**src/design/adls_pkg.sv**
```systemverilog
// ----------------------------------------------------------------------------
// adls_pkg
// Shared types and codes of the directional line scanner: request and result
// payloads, configuration view, command, status and register index codes.
// ----------------------------------------------------------------------------
package adls_pkg;

  localparam logic [1:0] CMD_START = 2'd0;
  localparam logic [1:0] CMD_LEFT  = 2'd1;
  localparam logic [1:0] CMD_RIGHT = 2'd2;
  localparam logic [1:0] CMD_BIND  = 2'd3;

  localparam logic [1:0] ST_POINT = 2'd0;
  localparam logic [1:0] ST_EMPTY = 2'd1;
  localparam logic [1:0] ST_TRUNC = 2'd2;
  localparam logic [1:0] ST_WALK  = 2'd3;

  localparam logic [2:0] REG_X_LOW       = 3'd0;
  localparam logic [2:0] REG_Y_LOW       = 3'd1;
  localparam logic [2:0] REG_X_HIGH      = 3'd2;
  localparam logic [2:0] REG_Y_HIGH      = 3'd3;
  localparam logic [2:0] REG_STEP_PAT    = 3'd4;
  localparam logic [2:0] REG_PATTERN_LEN = 3'd5;

  typedef struct packed {
    logic [1:0]         command;
    logic signed [15:0] start_x;
    logic signed [15:0] start_y;
    logic signed [15:0] line_a;
    logic signed [15:0] line_b;
    logic signed [31:0] line_c1;
    logic signed [31:0] line_c2;
  } adls_in_t;

  typedef struct packed {
    logic signed [15:0] point_x;
    logic signed [15:0] point_y;
    logic [1:0]         status;
    logic               last;
  } adls_out_t;

  typedef struct packed {
    logic signed [15:0] x_low;
    logic signed [15:0] y_low;
    logic signed [15:0] x_high;
    logic signed [15:0] y_high;
    logic [63:0]        pattern;
    logic [6:0]         plen;
  } adls_cfg_t;

endpackage

```
**src/design/adls_front.sv**
```systemverilog
// ----------------------------------------------------------------------------
// adls_front
// Request front end: a two-entry queue that takes requests and hands them to
// the scan engine, so either side can stall on its own.
// ----------------------------------------------------------------------------
module adls_front import adls_pkg::*; (
  input  logic     clk,
  input  logic     rst,
  input  logic     req_valid,
  output logic     req_ready,
  input  adls_in_t req,
  output logic     job_valid,
  input  logic     job_ready,
  output adls_in_t job
);

  adls_in_t   mem [2];
  logic       wptr;
  logic       rptr;
  logic [1:0] count;
  logic       push;
  logic       pop;

  assign req_ready = (count != 2'd2);
  assign job_valid = (count != 2'd0);
  assign job       = mem[rptr];
  assign push      = req_valid && req_ready;
  assign pop       = job_valid && job_ready;

  always_ff @(posedge clk) begin
    if (push) begin
      mem[wptr] <= req;
    end
  end

  always_ff @(posedge clk) begin
    if (rst) begin
      wptr  <= 1'b0;
      rptr  <= 1'b0;
      count <= 2'd0;
    end else begin
      if (push) begin
        wptr <= ~wptr;
      end
      if (pop) begin
        rptr <= ~rptr;
      end
      if (push && !pop) begin
        count <= count + 2'd1;
      end else if (pop && !push) begin
        count <= count - 2'd1;
      end
    end
  end

endmodule

```
**config.mk**
```make
export PLATFORM = sky130hd
export DESIGN_NAME = adls_front
export DESIGN_NICKNAME = d
export VERILOG_FILES = /design/src/design/adls_pkg.sv /design/src/design/adls_front.sv
export SDC_FILE = /design/constraint.sdc
export NUM_CORES = 1
export LEC_CHECK = 0
export BUFFER_PORTS_ARGS = -buffer_cell sky130_fd_sc_hd__clkbuf_2
export CELL_PAD_IN_SITES_DETAIL_PLACEMENT = 0
export CELL_PAD_IN_SITES_GLOBAL_PLACEMENT = 1
export CORE_ASPECT_RATIO = 1.5
export CORE_MARGIN = 4
export CORE_UTILIZATION = 30
export DETAILED_ROUTE_END_ITERATION = 12
export PLACE_DENSITY_LB_ADDON = 0.05
export SKIP_CTS_REPAIR_TIMING = 1
export SLEW_MARGIN = 20
export SYNTH_ARGS = -nofsm -noshare
export SYNTH_HDL_FRONTEND = slang
export SYNTH_SLANG_ARGS = --single-unit
```
**constraint.sdc**
```tcl
create_clock -name clk -period 9.7 [get_ports clk]
set_input_delay 0.97 -clock clk [delete_from_list [all_inputs] [get_ports clk]]
set_output_delay 0.97 -clock clk [all_outputs]
set_load 0.1 [all_outputs]
```
==> PnR_summary.wiki <==
{| class="wikitable"
! Metric !! Value
|-
| CTS Buf Count || 27
|-
| Chip Height || 227 µm
|-
| DRC Markers || 0
|-
| Max incr delay on CP || 0.88 ns
|-
| DRC violation total after the first TritonRoute iteration || 197
|-
| Most used flip-flop cell after synthesis || sky130_fd_sc_hd__edfxtp_1
|-
| Number of endpoints failing setup at the final stage || 0
|-
| Hold Vio Cnt, Final || 0
|-
| Antenna violations before repair || 2
|-
| Synth cell count leaders || sky130_fd_sc_hd__edfxtp_1 (260), sky130_fd_sc_hd__mux2_2 (130), sky130_fd_sc_hd__buf_6 (10)
|-
| First-pass GRT wire length || 31.6 mm
|-
| IO Count || 266
|-
| Nets || 847
|-
| Critical Path AT || 3.17 ns
|-
| Root Buffer Master || sky130_fd_sc_hd__clkbuf_16
|-
| Post-synthesis sequential element count || 265
|-
| Least-Margin Pin Slew || 0.969 ns
|-
| Share of layout cells above drive strength 1 || 0.602
|-
| Shortest clock period the worst path allows after layout || 4.14 ns
|-
| Post-Syn Nets || 563
|-
| Horizontal die dimension || 154 µm
|-
| Cell row count || 80
|-
| Final Max Tran Viols || 0
|-
| Maximum fanout encountered on the critical timing path || 71
|-
| Pin count of the biggest net entering global routing || 75
|-
| Clock-pin slew on the worst setup and hold paths || 0.06 ns
|-
| Clk_lat worst skew || 0.52 ns
|-
| Number of maximum-capacitance constraint violations || 0
|-
| Number of nets with antenna violations after routing || 0
|-
| Filler cell count in the final layout || 3,006
|-
| Ys async rst share || 0
|-
| Port Buffers || 265
|-
| Via count || 4,881
|-
| Via count of the first global-routing pass || 5,346
|-
| Worst endpoint required time || 8.73 ns
|-
| Worst flop-to-flop path startpoint || count[0]
|-
| Post-detailed-routing wire length || 21.5 mm
|-
| Sort of element at the end of the critical path || output pin
|-
| Critical path type || register to output pin
|-
| FF+latch area || 7910 µm²
|-
| Type of origin of the critical path || register
|-
| WHS Path Cells || 2
|-
| Starting density of the core || 0.303
|-
| Area overhead of the layout relative to synthesis || 26.6%
|-
| Final clock skew || 0.00766 ns
|-
| Leading post-synthesis cells by cell area || sky130_fd_sc_hd__edfxtp_1 (81%), sky130_fd_sc_hd__mux2_2 (15%), sky130_fd_sc_hd__buf_6 (1.2%), sky130_fd_sc_hd__dfxtp_1 (1.0%), sky130_fd_sc_hd__xor2_1 (0.27%)
|-
| Period utilization || 0.427
|-
| Sink Count || 265
|-
| Clock tree from TritonCTS || yes
|-
| Status || completed
|-
| Yosys top cell area share || 0.811
|-
| Post-synthesis cell count || 428
|-
| Total Negative Setup Slacks || 0 ns
|-
| Worst r2r dst || mem[0][21]
|-
| Post-synth design cell area || 9630 µm²
|-
| Fraction of the yosys area taken by sequential cells || 0.821
|-
| CP max stage cell || sky130_fd_sc_hd__dfxtp_4
|-
| Drt pass-1 iters || 4
|-
| Worst-path cell chain || buf_4 > mux2_2 > clkbuf_2
|-
| Total track usage || 0.118
|-
| Area of the core || 31,700 µm²
|-
| Relative max-transition margin || 0.354
|-
| Number of different library cells in the post-synthesis netlist || 19
|-
| Min-Delay Startpoint || rptr
|-
| H-tree levels || 1
|-
| Pre-CTS setup slack || 5.99 ns
|-
| Path type of the worst min-delay path || register to register
|-
| Maximum clock insertion buffer count || 3
|-
| Overall overflow remaining after global route || 0
|-
| Post-DR vias/cell || 4.27
|-
| Half-perimeter wire length after placement || 14.6 mm
|-
| Unrepaired setup endpoints after global routing || no
|-
| Die Outline Area || 35,100 µm²
|-
| Final Wtd Congestion || 0.695
|-
| Max Freq || 241 MHz
|-
| Number of synthesized flops with an enable pin || 260
|-
| Post-route worst setup slack || 5.56 ns
|-
| Register-to-Register Setup Slack || 7.02 ns
|-
| Warnings from Yosys || 0
|-
| Mean Syn Cell Area || 22.5 µm²
|-
| Dominant cell type by area after synthesis || sky130_fd_sc_hd__edfxtp_1
|-
| Area taken by multi-input logic gates || 1590 µm²
|-
| Most frequently used cell type in the post-synthesis netlist || sky130_fd_sc_hd__edfxtp_1
|-
| Path depth of the worst reg2reg path || 4
|-
| Routed wire per std cell || 18.8 µm
|}
==> sequential cells by signal, summed over array words and instances, names as in the netlist, named ones only <==
signal	count
mem	260
count	2
rptr	1
wptr	1
==> worst max-delay path by stage <==
stage	start	end	slack [ns]	depth (start not counted)
after floorplan	count[0]	mem[1][0]	4.79	2
after detailed placement	register	job[105]	5.99	3
final	register	job[92]	5.56	3
after global routing	register	job[92]	5.33	3
after global placement	register	job[105]	6.01	3
after CTS	register	job[108]	5.41	3
==> critical path: cells and delay by family, from the launching register on <==
| kind | cells | cell delay, ns |
|---|---|---|
| buffers and inverters | 2 | 1.24 |
| multiplexers | 1 | 0.44 |
| flip-flops | 1 | 0.88 |
==> layout by cell type (no fill, tap or decap), types with 2 or more instances in the layout <==
| cell | count |
|---|---|
| sky130_fd_sc_hd__a21oi_1 | 2 |
| sky130_fd_sc_hd__buf_4 | 3 |
| sky130_fd_sc_hd__clkbuf_1 | 5 |
| sky130_fd_sc_hd__clkbuf_16 | 27 |
| sky130_fd_sc_hd__clkbuf_2 | 265 |
| sky130_fd_sc_hd__clkinv_1 | 7 |
| sky130_fd_sc_hd__clkinv_2 | 8 |
| sky130_fd_sc_hd__dfxtp_1 | 4 |
| sky130_fd_sc_hd__edfxtp_1 | 260 |
| sky130_fd_sc_hd__mux2_2 | 130 |
| sky130_fd_sc_hd__nor2_1 | 3 |
| sky130_fd_sc_hd__o21ai_0 | 2 |
| sky130_fd_sc_hd__xor2_1 | 3 |
==> routing by layer <==
layer  up-vias  track usage  wire length (µm)
met3        34       0.0369              1610
met4         2       0.0410               553
li1       2276            -                 -
met5         -            0                13
met2       167        0.220             11900
met1      2402        0.126              7410
==> logic make-up after synthesis <==
kind of cell / share of synthesized area
buffers and inverters: 0.0144
muxes: 0.152
and+or+nand+nor: 0.00520
DFF: 0.821
adders and majority gates: 0.00130
xor gates and xnor gates: 0.00273
AOI/OAI and AO/OA: 0.00312
==> cell type report <==
class / count / share of cell area
antenna: 1 / 0.000205
sequential: 265 / 0.649
multi-input combinational: 148 / 0.130
tap: 410 / 0.0421
clock buffer: 32 / 0.0570
clock inverter: 16 / 0.00790
timing repair buffer: 269 / 0.113
inverter: 1 / 0.000718
==> through the flow <==
stage               cells  instance area (µm²)  utilization  hold slack [ns]
floorplan             428                 9630            -            0.471
detailed placement   1092                11400        0.358            0.485
global placement     1092                11400        0.358            0.486
CTS                  1140                12200        0.383            0.508
global route         1142                12200        0.384            0.527
finish               1142                12200        0.384            0.506
Power is left out: the tool's default activity adds up to more than one toggle a clock period on the data nets, which glitch-free logic cannot reach.
